--- src/sv/lpwan_frame_field_parser_core_macros.svh ---
// Assertion macros shared by the frame field parser modules.
// Each macro expects signals named clk and rst_n in the using module.
`ifndef LPWAN_FRAME_FIELD_PARSER_CORE_MACROS_SVH
`define LPWAN_FRAME_FIELD_PARSER_CORE_MACROS_SVH

// Same-cycle implication, checked outside reset.
`define LFFP_ASSERT_NOW(label, ante, cons, msg) \
    label: assert property (@(posedge clk) disable iff (!rst_n) (ante) |-> (cons)) \
        else $error(msg);

// Next-cycle implication, checked outside reset.
`define LFFP_ASSERT_NEXT(label, ante, cons, msg) \
    label: assert property (@(posedge clk) disable iff (!rst_n) (ante) |=> (cons)) \
        else $error(msg);

`endif

--- src/sv/lffp_pkg.sv ---
// Package for the frame field parser: word types, field codes, kind codes.
// Used by lffp_classify and lpwan_frame_field_parser_core; no dependencies.
package lffp_pkg;

    // Largest frame length that is not flagged malformed.
    localparam int unsigned MAX_FRAME_BYTES = 255;

    // Field codes carried in field_id.
    typedef enum logic [4:0] {
        F_MHDR     = 5'd0,
        F_APPEUI   = 5'd1,
        F_DEVEUI   = 5'd2,
        F_DEVNONCE = 5'd3,
        F_APPNONCE = 5'd4,
        F_NETID    = 5'd5,
        F_DEVADDR  = 5'd6,
        F_DLSET    = 5'd7,
        F_RXDELAY  = 5'd8,
        F_CFLIST   = 5'd9,
        F_FCTRL    = 5'd10,
        F_FCNT     = 5'd11,
        F_FOPTS    = 5'd12,
        F_FPORT    = 5'd13,
        F_PAYLOAD  = 5'd14,
        F_MIC      = 5'd15,
        F_UNUSED   = 5'd16
    } field_t;

    // Message kinds from MHDR bits 7..5.
    localparam logic [2:0] KIND_JOIN_REQ    = 3'd0;
    localparam logic [2:0] KIND_JOIN_ACCEPT = 3'd1;
    localparam logic [2:0] KIND_UNCONF_UP   = 3'd2;
    localparam logic [2:0] KIND_UNCONF_DOWN = 3'd3;
    localparam logic [2:0] KIND_CONF_UP     = 3'd4;
    localparam logic [2:0] KIND_CONF_DOWN   = 3'd5;
    localparam logic [2:0] KIND_REJOIN      = 3'd6;
    localparam logic [2:0] KIND_PROPRIETARY = 3'd7;

    // Minimum frame lengths per layout.
    localparam logic [7:0] MIN_LEN_JOIN_REQ    = 8'd23;
    localparam logic [7:0] MIN_LEN_JOIN_ACCEPT = 8'd17;
    localparam logic [7:0] MIN_LEN_DATA_BASE   = 8'd12;
    localparam logic [7:0] MIN_LEN_OTHER       = 8'd5;
    localparam logic [7:0] CFLIST_FRAME_LEN    = 8'd33;

    // Input word: one frame byte with its framing information.
    typedef struct packed {
        logic [7:0] data_byte;
        logic       frame_start;
        logic [7:0] frame_length;
    } in_word_t;

    // Output word: the byte tagged with its field.
    typedef struct packed {
        field_t     field_id;
        logic [7:0] field_byte;
        logic [7:0] field_pos;
        logic       field_last;
        logic [2:0] message_kind;
        logic       downlink;
        logic       malformed;
    } out_word_t;

    // Field tag produced by the classifier.
    typedef struct packed {
        field_t     id;
        logic [7:0] pos;
        logic       last;
    } tag_t;

endpackage

--- src/sv/lffp_classify.sv ---
// Field classifier: maps a byte index within a frame to its field tag.
// Depends on lffp_pkg for the field codes, kind codes and tag_t.
module lffp_classify (
    input  logic [7:0]    idx,
    input  logic [7:0]    frame_len,
    input  logic [2:0]    kind,
    input  logic [3:0]    opt_len,
    output lffp_pkg::tag_t tag
);
    import lffp_pkg::*;

    logic [7:0] mic_first;
    logic [7:0] port_idx;
    logic [7:0] first_idx;
    logic [7:0] last_idx;
    logic       hit;
    field_t     id;

    // MIC starts four bytes before the end; short frames put it right after MHDR.
    assign mic_first = (frame_len > 8'd4) ? (frame_len - 8'd4) : 8'd1;
    assign port_idx  = 8'd8 + {4'd0, opt_len};

    // Pick the field by precedence: beyond length, MHDR, MIC, then the layout.
    always_comb
    begin
        id        = F_UNUSED;
        first_idx = 8'd0;
        last_idx  = 8'd0;
        hit       = 1'b0;
        priority if (idx >= frame_len)
        begin
            hit = 1'b0;
        end
        else if (idx == 8'd0)
        begin
            id  = F_MHDR;
            hit = 1'b1;
        end
        else if (idx >= mic_first)
        begin
            id        = F_MIC;
            first_idx = mic_first;
            last_idx  = frame_len - 8'd1;
            hit       = 1'b1;
        end
        else
        begin
            unique case (kind)
                KIND_JOIN_REQ:
                begin
                    priority if (idx <= 8'd8)
                    begin
                        id = F_APPEUI;   first_idx = 8'd1;  last_idx = 8'd8;  hit = 1'b1;
                    end
                    else if (idx <= 8'd16)
                    begin
                        id = F_DEVEUI;   first_idx = 8'd9;  last_idx = 8'd16; hit = 1'b1;
                    end
                    else if (idx <= 8'd18)
                    begin
                        id = F_DEVNONCE; first_idx = 8'd17; last_idx = 8'd18; hit = 1'b1;
                    end
                    else
                    begin
                        // Bytes between DevNonce and the MIC belong to no field.
                        hit = 1'b0;
                    end
                end
                KIND_JOIN_ACCEPT:
                begin
                    priority if (idx <= 8'd3)
                    begin
                        id = F_APPNONCE; first_idx = 8'd1;  last_idx = 8'd3;  hit = 1'b1;
                    end
                    else if (idx <= 8'd6)
                    begin
                        id = F_NETID;    first_idx = 8'd4;  last_idx = 8'd6;  hit = 1'b1;
                    end
                    else if (idx <= 8'd10)
                    begin
                        id = F_DEVADDR;  first_idx = 8'd7;  last_idx = 8'd10; hit = 1'b1;
                    end
                    else if (idx == 8'd11)
                    begin
                        id = F_DLSET;    first_idx = 8'd11; last_idx = 8'd11; hit = 1'b1;
                    end
                    else if (idx == 8'd12)
                    begin
                        id = F_RXDELAY;  first_idx = 8'd12; last_idx = 8'd12; hit = 1'b1;
                    end
                    else if (frame_len == CFLIST_FRAME_LEN && idx <= 8'd28)
                    begin
                        id = F_CFLIST;   first_idx = 8'd13; last_idx = 8'd28; hit = 1'b1;
                    end
                    else
                    begin
                        // Without a CFList the bytes after RxDelay are unused.
                        hit = 1'b0;
                    end
                end
                KIND_UNCONF_UP, KIND_UNCONF_DOWN, KIND_CONF_UP, KIND_CONF_DOWN:
                begin
                    priority if (idx <= 8'd4)
                    begin
                        id = F_DEVADDR; first_idx = 8'd1; last_idx = 8'd4; hit = 1'b1;
                    end
                    else if (idx == 8'd5)
                    begin
                        id = F_FCTRL;   first_idx = 8'd5; last_idx = 8'd5; hit = 1'b1;
                    end
                    else if (idx <= 8'd7)
                    begin
                        id = F_FCNT;    first_idx = 8'd6; last_idx = 8'd7; hit = 1'b1;
                    end
                    else if (idx < port_idx)
                    begin
                        id = F_FOPTS;   first_idx = 8'd8; last_idx = port_idx - 8'd1;
                        hit = 1'b1;
                    end
                    else if (idx == port_idx)
                    begin
                        id = F_FPORT;   first_idx = port_idx; last_idx = port_idx;
                        hit = 1'b1;
                    end
                    else
                    begin
                        id = F_PAYLOAD; first_idx = port_idx + 8'd1;
                        last_idx = mic_first - 8'd1;
                        hit = 1'b1;
                    end
                end
                default:
                begin
                    // Rejoin and proprietary frames carry only MHDR and MIC.
                    hit = 1'b0;
                end
            endcase
        end
    end

    // Position counts from the field's first byte; untagged bytes report zero.
    always_comb
    begin
        tag.id   = id;
        tag.pos  = hit ? (idx - first_idx) : 8'd0;
        tag.last = hit && (idx == last_idx);
    end

endmodule

--- src/sv/lpwan_frame_field_parser_core.sv ---
// Top level of the frame field parser: handshake, frame state and result register.
// Depends on lffp_pkg, lffp_classify and lpwan_frame_field_parser_core_macros.svh.
//
// The parser takes one frame byte per word and returns one tagged word for each,
// at a sustained rate of one word per cycle while tag_stall is low. A word is
// captured in an input register, classified and checked in the next cycle, and
// lands in the result register; while the output side stalls it waits in the
// input register. The frame state (byte index, kind, FOpts length, length) is
// read by the classifier and updated in the same cycle as the classification,
// and this loop sets the rate. frame_stall follows tag_stall combinationally
// when both registers are full.
`include "lpwan_frame_field_parser_core_macros.svh"

module lpwan_frame_field_parser_core (
    input  logic                clk,
    input  logic                rst_n,
    input  logic                frame_valid,
    output logic                frame_stall,
    input  lffp_pkg::in_word_t  frame_word,
    output logic                tag_valid,
    input  logic                tag_stall,
    output lffp_pkg::out_word_t tag_word
);
    import lffp_pkg::*;

    in_word_t   s1_reg;
    logic       s1_valid_reg;
    logic       s1_valid_next;
    out_word_t  res_reg;
    out_word_t  res_next;
    logic       res_valid_reg;
    logic       res_valid_next;

    logic [7:0] byte_count_reg;
    logic [7:0] byte_count_next;
    logic [2:0] kind_reg;
    logic [2:0] kind_next;
    logic [3:0] opt_len_reg;
    logic [3:0] opt_len_next;
    logic [7:0] length_reg;
    logic [7:0] length_next;

    logic       accept;
    logic       s1_go;
    logic [7:0] idx;
    logic [3:0] opt_cur;
    logic [7:0] min_len;
    tag_t       tag;

    // Handshake: the input register moves on whenever the result register is free or being read out.
    assign s1_go       = s1_valid_reg && (!res_valid_reg || !tag_stall);
    assign frame_stall = s1_valid_reg && !s1_go;
    assign accept      = frame_valid && !frame_stall;

    assign s1_valid_next  = accept || (s1_valid_reg && !s1_go);
    assign res_valid_next = s1_go || (res_valid_reg && tag_stall);

    // Frame context seen by this byte; a start word reloads it, keeping the old kind when the frame length is zero.
    always_comb
    begin
        idx         = byte_count_reg;
        length_next = length_reg;
        kind_next   = kind_reg;
        opt_cur     = opt_len_reg;
        if (s1_reg.frame_start)
        begin
            idx         = 8'd0;
            length_next = s1_reg.frame_length;
            opt_cur     = 4'd0;
            if (s1_reg.frame_length != 8'd0)
            begin
                kind_next = s1_reg.data_byte[7:5];
            end
        end
    end

    lffp_classify u_classify (
        .idx       (idx),
        .frame_len (length_next),
        .kind      (kind_next),
        .opt_len   (opt_cur),
        .tag       (tag)
    );

    // FOpts length is taken from the FCtrl byte; the byte index saturates.
    assign opt_len_next    = (tag.id == F_FCTRL) ? s1_reg.data_byte[3:0] : opt_cur;
    assign byte_count_next = (idx != 8'hff) ? (idx + 8'd1) : 8'hff;

    // Minimum length for the layout, using the FOpts length known so far.
    always_comb
    begin
        unique case (kind_next)
            KIND_JOIN_REQ:    min_len = MIN_LEN_JOIN_REQ;
            KIND_JOIN_ACCEPT: min_len = MIN_LEN_JOIN_ACCEPT;
            KIND_UNCONF_UP, KIND_UNCONF_DOWN, KIND_CONF_UP, KIND_CONF_DOWN:
                min_len = MIN_LEN_DATA_BASE + {4'd0, opt_len_next};
            default:          min_len = MIN_LEN_OTHER;
        endcase
    end

    // Result word.
    always_comb
    begin
        res_next.field_id     = tag.id;
        res_next.field_byte   = s1_reg.data_byte;
        res_next.field_pos    = tag.pos;
        res_next.field_last   = tag.last;
        res_next.message_kind = kind_next;
        res_next.downlink     = (kind_next == KIND_JOIN_ACCEPT)
                             || (kind_next == KIND_UNCONF_DOWN)
                             || (kind_next == KIND_CONF_DOWN);
        res_next.malformed    = (length_next < min_len)
                             || ({1'b0, length_next} > 9'(MAX_FRAME_BYTES));
    end

    // Control and frame state.
    always_ff @(posedge clk or negedge rst_n)
    begin
        if (!rst_n)
        begin
            s1_valid_reg   <= 1'b0;
            res_valid_reg  <= 1'b0;
            byte_count_reg <= 8'd0;
            kind_reg       <= 3'd0;
            opt_len_reg    <= 4'd0;
            length_reg     <= 8'd0;
        end
        else
        begin
            s1_valid_reg  <= s1_valid_next;
            res_valid_reg <= res_valid_next;
            if (s1_go)
            begin
                byte_count_reg <= byte_count_next;
                kind_reg       <= kind_next;
                opt_len_reg    <= opt_len_next;
                length_reg     <= length_next;
            end
        end
    end

    // Payload registers.
    always_ff @(posedge clk)
    begin
        if (accept)
        begin
            s1_reg <= frame_word;
        end
        if (s1_go)
        begin
            res_reg <= res_next;
        end
    end

    assign tag_valid = res_valid_reg;
    assign tag_word  = res_reg;

    // Checks on the frame state and the tagging.
    `LFFP_ASSERT_NOW(a_stall_needs_word, frame_stall, s1_valid_reg && res_valid_reg,
        "input stalled without a word held in both registers")
    `LFFP_ASSERT_NEXT(a_count_steps,
        s1_go && !s1_reg.frame_start && (byte_count_reg != 8'hff),
        byte_count_reg == ($past(byte_count_reg) + 8'd1),
        "byte index did not advance by one within a frame")
    `LFFP_ASSERT_NOW(a_unused_clean, tag_valid && (tag_word.field_id == F_UNUSED),
        (tag_word.field_pos == 8'd0) && !tag_word.field_last,
        "unused byte carries a position or end mark")
    `LFFP_ASSERT_NOW(a_mhdr_single, tag_valid && (tag_word.field_id == F_MHDR),
        (tag_word.field_pos == 8'd0) && tag_word.field_last,
        "MHDR byte not tagged as a one-byte field")
    `LFFP_ASSERT_NOW(a_downlink_kind, tag_valid && tag_word.downlink,
        (tag_word.message_kind == KIND_JOIN_ACCEPT) ||
        (tag_word.message_kind == KIND_UNCONF_DOWN) ||
        (tag_word.message_kind == KIND_CONF_DOWN),
        "downlink flagged for an uplink or reserved kind")

endmodule
--- config.mk ---
export PLATFORM = sky130hd
export DESIGN_NAME = lpwan_frame_field_parser_core
export DESIGN_NICKNAME = d
export VERILOG_FILES = /design/src/sv/lffp_pkg.sv /design/src/sv/lffp_classify.sv /design/src/sv/lpwan_frame_field_parser_core.sv
export VERILOG_INCLUDE_DIRS = /design/src /design/src/sv
export SDC_FILE = /design/constraint.sdc
export NUM_CORES = 1
export LEC_CHECK = 0
export ABC_AREA = 1
export BUFFER_PORTS_ARGS = -buffer_cell sky130_fd_sc_hd__buf_2
export CAP_MARGIN = 20
export CORE_MARGIN = 3
export CORE_UTILIZATION = 61
export CTS_CLUSTER_SIZE = 30
export DETAILED_ROUTE_END_ITERATION = 10
export PLACE_DENSITY = 0.8
export SYNTH_ARGS = -nofsm -noshare
export SYNTH_HDL_FRONTEND = slang
export SYNTH_HIERARCHICAL = 1
export SYNTH_SLANG_ARGS = --single-unit
--- constraint.sdc ---
create_clock -name clk -period 6.3 [get_ports clk]
set_clock_uncertainty 0.05 [all_clocks]
set_input_delay 0.63 -clock clk [delete_from_list [all_inputs] [get_ports clk]]
set_output_delay 0.63 -clock clk [all_outputs]
set_load 0.05 [all_outputs]
==> qor.yml, run 1 <==
grt_use_total_pct: 31.1
clock_latency_ns: 0.37
worstPathArrival_ns: 5.84
core_sq_mm: 0.00885
cp-startpoint: "s1_reg[8]$_DFFE_PP_"
sw_frac_of_total_pct: 50.1
comb_power_share_pct: 57.4
post_cts_resized: 0
synth_edf_count: 44
yosysTopAreaCell: "edfxtp_1"
post-route-util_pct: 70.6
die_x_um: 102
drc_errors: 0
p_clk_share_pct: 15.7
die_height_um: 102
grt_overflow: 0
syn_area_per_cell_sq_um: 7.58
rsz0062_at_grt: "false"
p_leak_nw: 3.10
synth_warnings: 6
final-hold-violation-count: 0
synth_top_area_share_pct: 23.5
holdWs_ns: 0.209
slew_viol_final: 0
final_nets: 871
synth_fp_nets: 805
vias: 5339
antenna_cells: 0
syn_inst: 741
clock_path_buffers: 2
cts_tree: "yes"
cts_inserted_buffers: 9
switchingPower_mw: 1.14
slew_headroom_pct: 52.7
ir_drop_v: 0.000239
ys_top_cells_by_area: "edfxtp_1 24%, nand2_1 12%, dfrtp_1 11%, ha_1 9.4%, inv_1 6.9%"
cp-start-kind: "register"
tightest_slew_ns: 0.707
fin_setup_tns_ns: 0
layout_commonest_cell: "nand2_1"
drt_iter0_drc: 410
p_int_mw: 1.14
initial_core_util_pct: 63.5
first_pass_iters: 8
critical_path.endpoint_type: "register"
r2r_end: "tag_word[12]$_DFFE_PP_"
cap_violations: 0
total_power_mw: 2.28
drive_gt1_share_pct: 19.1
final_cell_mix: "174 x nand2_1, 103 x inv_1, 58 x nor2_1"
routabilityCongestion: 0.988
ios: 50
max_freq_mhz: 173
wl_mm: 15.6
wire_per_inst_um: 17.0
status: "complete, no violations"
dp_hpwl_mm: 12.1
grt_max_degree: 46
fin_crit_ns: 5.78
synth_seq_cells: 69
finalSetupViolCount: 0
dieArea_sq_mm: 0.0104
antenna_found_initial: 0
async_reset_ff_share_pct: 36.2
crit_end: "tag_word[12]$_DFFE_PP_"
seqPwrFrac_pct: 26.9
ant_nets: 0
worstPathRequired_ns: 6.36
yosysSeqAreaShare_pct: 34.7
syn2layout_area_growth_pct: 11.2
postCtsHoldBufs: 0
vias_per_cell: 5.80
path_clk_slew_ns: 0.10
hp-class: "input port to asynchronous set/reset pin"
synth_flop_cell: "edfxtp_1"
grt_pass1_wl_mm: 25.0
critical_path.max_fanout: 15
rr_worst_depth: 26
port_buffers: 49
period_share_pct: 91.7
cts_setup_buffers: 0
worst-setup-path-type: "register to register"
largest_reg_flops: 27
synth_cell_type_count: 54
ctsHtreeMaxLevel: 3
num_rows: 34
rrSetupSlack_ns: 0.52
worstReg2RegStart: "s1_reg[8]$_DFFE_PP_"
cts_root_buf: "clkbuf_8"
cts.sinks: 69
syn_area_sq_mm: 0.00562
p_per_area_mw_per_mm2: 365
grt_pass1_vias: 4965
-- layout make-up --
| cell class | count | area, sq um |
|---|---|---|
| clock buffers | 9 | 124 |
| clock inverters | 7 | 65.1 |
| fillers | 694 | 2600 |
| inverters | 119 | 453 |
| multi-input cells | 537 | 3110 |
| flip-flops and latches | 69 | 1950 |
| well taps | 108 | 135 |
| repair buffers | 71 | 408 |
-- critical path, cell delays in order (launching register included) --
cell and delay, ns:
edfxtp_1 0.53, buf_4 0.23, o21ai_0 0.29, inv_1 0.19, inv_1 0.22, ha_1 0.18, nand2_1 0.05, nand2_1 0.07
nand3_2 0.23, nand2_1 0.25, ha_1 0.28, a21oi_1 0.16, o21ai_0 0.10, nand2_1 0.07, nand3_1 0.28, buf_4 0.31
inv_1 0.29, o21ai_0 0.12, a41oi_1 0.21, ha_1 0.18, inv_1 0.07, fa_1 0.41, a31oi_1 0.23, o21ai_0 0.15
a21oi_1 0.19, or2_2 0.15, a21oi_1 0.06
-- cells in the mapped netlist (all sizes together) (2+ instances only) --
library cell and instances:
nand2 183, inv 117, nor2 76, o21ai 64, nand3 58, edfxtp 44
a21oi 43, ha 42, dfrtp 25, nor3 11, xor2 9, buf 8
clkbuf 8, a22oi 6, nand3b 6, nand4 6, xnor2 5, o21a 4
o31ai 3, a211oi 2, a31oi 2, and2 2, clkinv 2, o221ai 2
o311ai 2, or2 2
-- stage by stage --
| step | std cells | instance area (sq um) | setup slack (ns) |
|---|---|---|---|
| global route | 920 | 6240 | 0.0100 |
| global placement | 898 | 6010 | 0.849 |
| floorplan | 741 | 5620 | 0.813 |
| finish | 920 | 6240 | 0.524 |
| CTS | 914 | 6200 | 0.504 |
| detailed placement | 898 | 6010 | 0.546 |
-- kinds of logic (layout without fill, tap and decap cells) --
kind of cell | Yosys count | after routing | share of synthesized area (%)
compound gates | 133 | 133 | 14.0
xor+xnor | 14 | 14 | 2.32
simple gates | 346 | 346 | 29.2
fa+ha+maj | 43 | 43 | 9.71
mux | 1 | 1 | 0.200
buf+inv | 135 | 206 | 9.91
flops | 69 | 69 | 34.7
-- routing by layer --
metal,share of wire (%),global-route usage (%),up-vias,wire [um]
met5,0,0,-,0
met4,3.1,10.9,0,490
met3,9.7,7.51,44,1510
met1,42,42.7,2426,6570
met2,45,48.4,277,7040
li1,-,-,2592,-
-- power by group through the flow --
stage / Sequential [mW] / Clock, mW / Combinational [mW]
5_1_grt: 0.621 / 0.381 / 1.45
3_3_place_gp: 0.619 / 0 / 1.25
3_5_place_dp: 0.623 / 0 / 1.27
2_1_floorplan: 0.752 / 0 / 0.836
6_report: 0.613 / 0.358 / 1.31
4_1_cts: 0.614 / 0.364 / 1.28
-- worst min path at each step --
stage,to,slack [ns],startpoint,depth (start not counted)
finish,kind_reg[0]$_DFFE_PN0P_,0.21,rst_n,1
global route,opt_len_reg[2]$_DFFE_PN0P_,0.22,rst_n,1
CTS,opt_len_reg[1]$_DFFE_PN0P_,0.21,rst_n,1
detailed placement,tag_word[18]$_DFFE_PP_,0.37,res_next[18]$_DFFE_PP_,0
global placement,tag_word[18]$_DFFE_PP_,0.35,res_next[18]$_DFFE_PP_,0
floorplan,byte_count_reg[0]$_DFFE_PN0P_,0.28,rst_n,0
Power figures use the tool's default switching activity.
==> run 2: changes to the inputs <==
Settings changed: ABC_AREA 1 to default, CORE_UTILIZATION 61 to 66, PLACE_DENSITY 0.8 to 0.86.
Clock period 6.3 ns to 7.05 ns, I/O delays scaled along.
==> run 2 against run 1 <==
  * Cell area is 1.1% lower
  * Combinational power decreased by 29%
  * Maximum frequency fell by 11%
  * Critical path type unchanged
  * Sequential cell count unchanged
  * First-iteration DRC count rose by 68%
==> qor.yml, run 2 <==
ant_nets: 0  # unchanged
worstPathArrival_ns: 6.69  # +0.85 ns
grt_overflow: 0  # unchanged
initial_core_util_pct: 68.5  # +5.1 points
drive_gt1_share_pct: 18.1  # -1.0 points
r2r_end: "tag_word[0]$_DFFE_PP_"
synth_commonest_cells: "79 x nand2_1, 46 x nor2_1, 44 x edfxtp_1"
grt_pass1_vias: 5044  # +1.6%
vias: 5366  # +0.51%
routabilityCongestion: 1.02  # +2.9%
first_pass_iters: 5  # -3
fin_crit_ns: 6.52  # +0.743 ns
p_int_mw: 0.966  # -15%
synth_warnings: 6  # unchanged
yosysTopAreaCell: "edfxtp_1"
dieArea_sq_mm: 0.00972  # -6.5%
syn2layout_area_growth_pct: 9.09
synth_seq_cells: 69  # unchanged
rsz0062_at_grt: "false"
slew_headroom_pct: 32.3  # -20 points
core_sq_mm: 0.00826  # -6.7%
clock_latency_ns: 0.36  # about the same
worst_path_max_delay_cell: "edfxtp_1"
cts_tree: "yes"
comb_power_share_pct: 51.6  # -5.8 points
tightest_slew_ns: 1.01  # +0.307 ns
wire_per_inst_um: 22.0  # +29%
grt_use_total_pct: 35.0  # +3.9 points
dp_hpwl_mm: 12.2  # +1.1%
rrSetupSlack_ns: 0.53  # about the same
syn_inst: 620  # -16%
final_nets: 728  # -16%
fin_setup_tns_ns: 0  # unchanged
top_layer: "met4"
cts_inserted_buffers: 9  # unchanged
clock_path_buffers: 2  # unchanged
final-hold-violation-count: 0  # unchanged
status: "complete, no violations"
grt_max_degree: 29  # -37%
fillers: 610  # -12%
path_cells: "mux2_2 -> inv_1 -> ha_1 -> a21oi_1 -> nor2_1 -> nor2_1 -> inv_1 -> ha_1 -> nand2b_1 -> a31oi_1 -> o21a_1 -> nor2_1 -> a211oi_1 -> a21oi_1 -> nand4bb_1 -> nor2_2 -> mux2i_1 -> a221o_2 -> o21ai_2 -> ha_1 -> a211o_1 -> a41oi_1 -> o21a_1"
grt_pass1_wl_mm: 26.9  # +7.4%
worst-setup-path-type: "register to register"
drc_errors: 0  # unchanged
route.met3.wl_mm: 2.04  # +35%
finalSetupViolCount: 0  # unchanged
post-route-util_pct: 74.8  # +4.2 points
syn_area_sq_mm: 0.00566  # +0.76%
switchingPower_mw: 0.829  # -27%
synth_flop_cell: "edfxtp_1"
sw_frac_of_total_pct: 46.2  # -3.9 points
slew_viol_final: 0  # unchanged
multiInputGateArea_sq_mm: 0.00346  # +11%
syn_area_per_cell_sq_um: 9.13  # +20%
antenna_found_initial: 0  # unchanged
hp-class: "input port to asynchronous set/reset pin"
vias_per_cell: 6.93  # +19%
postCtsHoldBufs: 0  # unchanged
ys_top_cells_by_area: "edfxtp_1 23%, dfrtp_1 11%, ha_1 9.3%, nand2_1 5.2%, xnor2_1 3.9%"
num_rows: 33  # -2.9%
yosysSeqAreaShare_pct: 34.4  # -0.26 points
seqPwrFrac_pct: 30.8  # +3.9 points
port_buffers: 49  # unchanged
die_x_um: 98.6  # -3.3%
synth_fp_nets: 684  # -15%
worstPathRequired_ns: 7.22  # +0.86 ns
ctsHtreeMaxLevel: 3  # unchanged
max_freq_mhz: 153  # -11%
drt_iter0_drc: 687  # +68%
async_reset_ff_share_pct: 36.2  # unchanged
drt-met1-wl_mm: 6.92  # +5.3%
wl_met2_mm: 7.54  # +7.2%
largest_reg_flops: 27  # unchanged
period_share_pct: 92.5  # +0.79 points
cts_root_buf: "clkbuf_8"
slowest_delay_ns: 0.80  # +0.27 ns
antenna_cells: 0  # unchanged
synth_cell_type_count: 84  # +56%
cp-start-kind: "register"
cts.sinks: 69  # unchanged
synth_top_area_share_pct: 23.3  # -0.18 points
ir_drop_v: 0.000161  # -32%
critical_path.max_fanout: 15  # unchanged
worstReg2RegStart: "s1_reg[8]$_DFFE_PP_"
register_area_sq_mm: 0.00195  # unchanged
wl_mm: 17.0  # +8.9%
dpl_worst_slack_ns: 0.528  # -0.0179 ns
path_clk_slew_ns: 0.09  # about the same
holdWs_ns: 0.284  # +0.0752 ns
synth_edf_count: 44  # unchanged
critical_path.endpoint_type: "register"
p_clk_share_pct: 17.6  # +1.9 points
ios: 50  # unchanged
setup_slack_ns: 0.530  # +0.00664 ns
yosysMostFrequentCell: "nand2_1"
cap_violations: 0  # unchanged
final_cell_mix: "79 x nand2_1, 49 x buf_2, 46 x nor2_1"
p_leak_nw: 2.58  # -17%
rr_worst_depth: 23  # -12%
layout_commonest_cell: "nand2_1"
p_per_area_mw_per_mm2: 291  # -20%
die_height_um: 98.6  # -3.3%
-- run 2: cell types whose count changed in the layout (fill, tap and decap cells not counted), sizes merged, moves of 11 or more --
cell / before / now
o21ai: 64 / 36
nand3: 58 / 16
nand2b: 0 / 11
nor2: 76 / 48
nor3: 11 / 24
xnor2: 5 / 25
nor2b: 0 / 14
a21oi: 43 / 32
inv: 121 / 35
nand2: 183 / 79
-- run 2: area by class of cell --
| cell class | instances | share of cell area (%) |
|---|---|---|
| multi-input combinational | 492 | 56.1 |
| sequential | 69 | 31.5 |
| timing repair buffer | 62 | 5.55 |
| clock buffer | 10 | 2.23 |
| tap | 105 | 2.13 |
| inverter | 30 | 1.82 |
| clock inverter | 6 | 0.669 |
-- run 2: worst max-delay path: cells and delay by family, from the launching register on --
family	cells	cell delay (ns)
AND/OR/NAND/NOR	6	1.61
flip-flops	1	0.80
buffers and inverters	2	0.22
AO/OA/AOI/OAI	10	2.16
adder cells (fa/ha/maj)	3	0.85
multiplexers	2	0.67
-- run 2: through the flow --
step	instance area, sq um	power, mW	instances
floorplan	5660	1.23	620
global placement	5980	1.43	756
detailed placement	5980	1.45	756
CTS	6160	1.77	772
global route	6170	1.89	774
finish	6170	1.79	774
-- run 2: cells by family after synthesis --
group / after synthesis / synth area share, %
and+or+nand+nor: 237 / 21.6
xor gates and xnor gates: 29 / 4.75
AOI/OAI and AO/OA: 162 / 21.2
DFF: 69 / 34.4
muxes: 20 / 3.76
adders and majority gates: 44 / 9.82
buffers and inverters: 59 / 4.44
-- run 2: per-layer routing --
metal  vias to the layer above  GRT usage, %
li1                       2393             -
met1                      2486          50.0
met2                       425          53.6
met3                        62          7.43
met4                         0          11.0
met5                         -             0
-- run 2: power by group through the flow --
stage	combinational, mW	sequential (mW)	clock [mW]
finish	0.926	0.552	0.316
floorplan	0.570	0.664	0
global route	0.996	0.559	0.337
detailed placement	0.892	0.560	0
global placement	0.873	0.556	0
CTS	0.899	0.553	0.315
-- run 2: timing repair --
item,4_1_cts,5_1_grt
buffers inserted,0,1
setup endpoints to repair,0,1
gates resized for setup,0,0
-- run 2: how the worst max path moves through the flow --
stage / start / to / cells after the start
6_report: s1_reg[8]$_DFFE_PP_ / tag_word[0]$_DFFE_PP_ / 23
5_1_grt: s1_reg[8]$_DFFE_PP_ / tag_word[0]$_DFFE_PP_ / 23
4_1_cts: s1_reg[8]$_DFFE_PP_ / tag_word[0]$_DFFE_PP_ / 23
3_5_place_dp: s1_reg[8]$_DFFE_PP_ / tag_word[0]$_DFFE_PP_ / 23
3_3_place_gp: s1_reg[8]$_DFFE_PP_ / tag_word[0]$_DFFE_PP_ / 23
2_1_floorplan: s1_reg[8]$_DFFE_PP_ / tag_word[0]$_DFFE_PP_ / 28
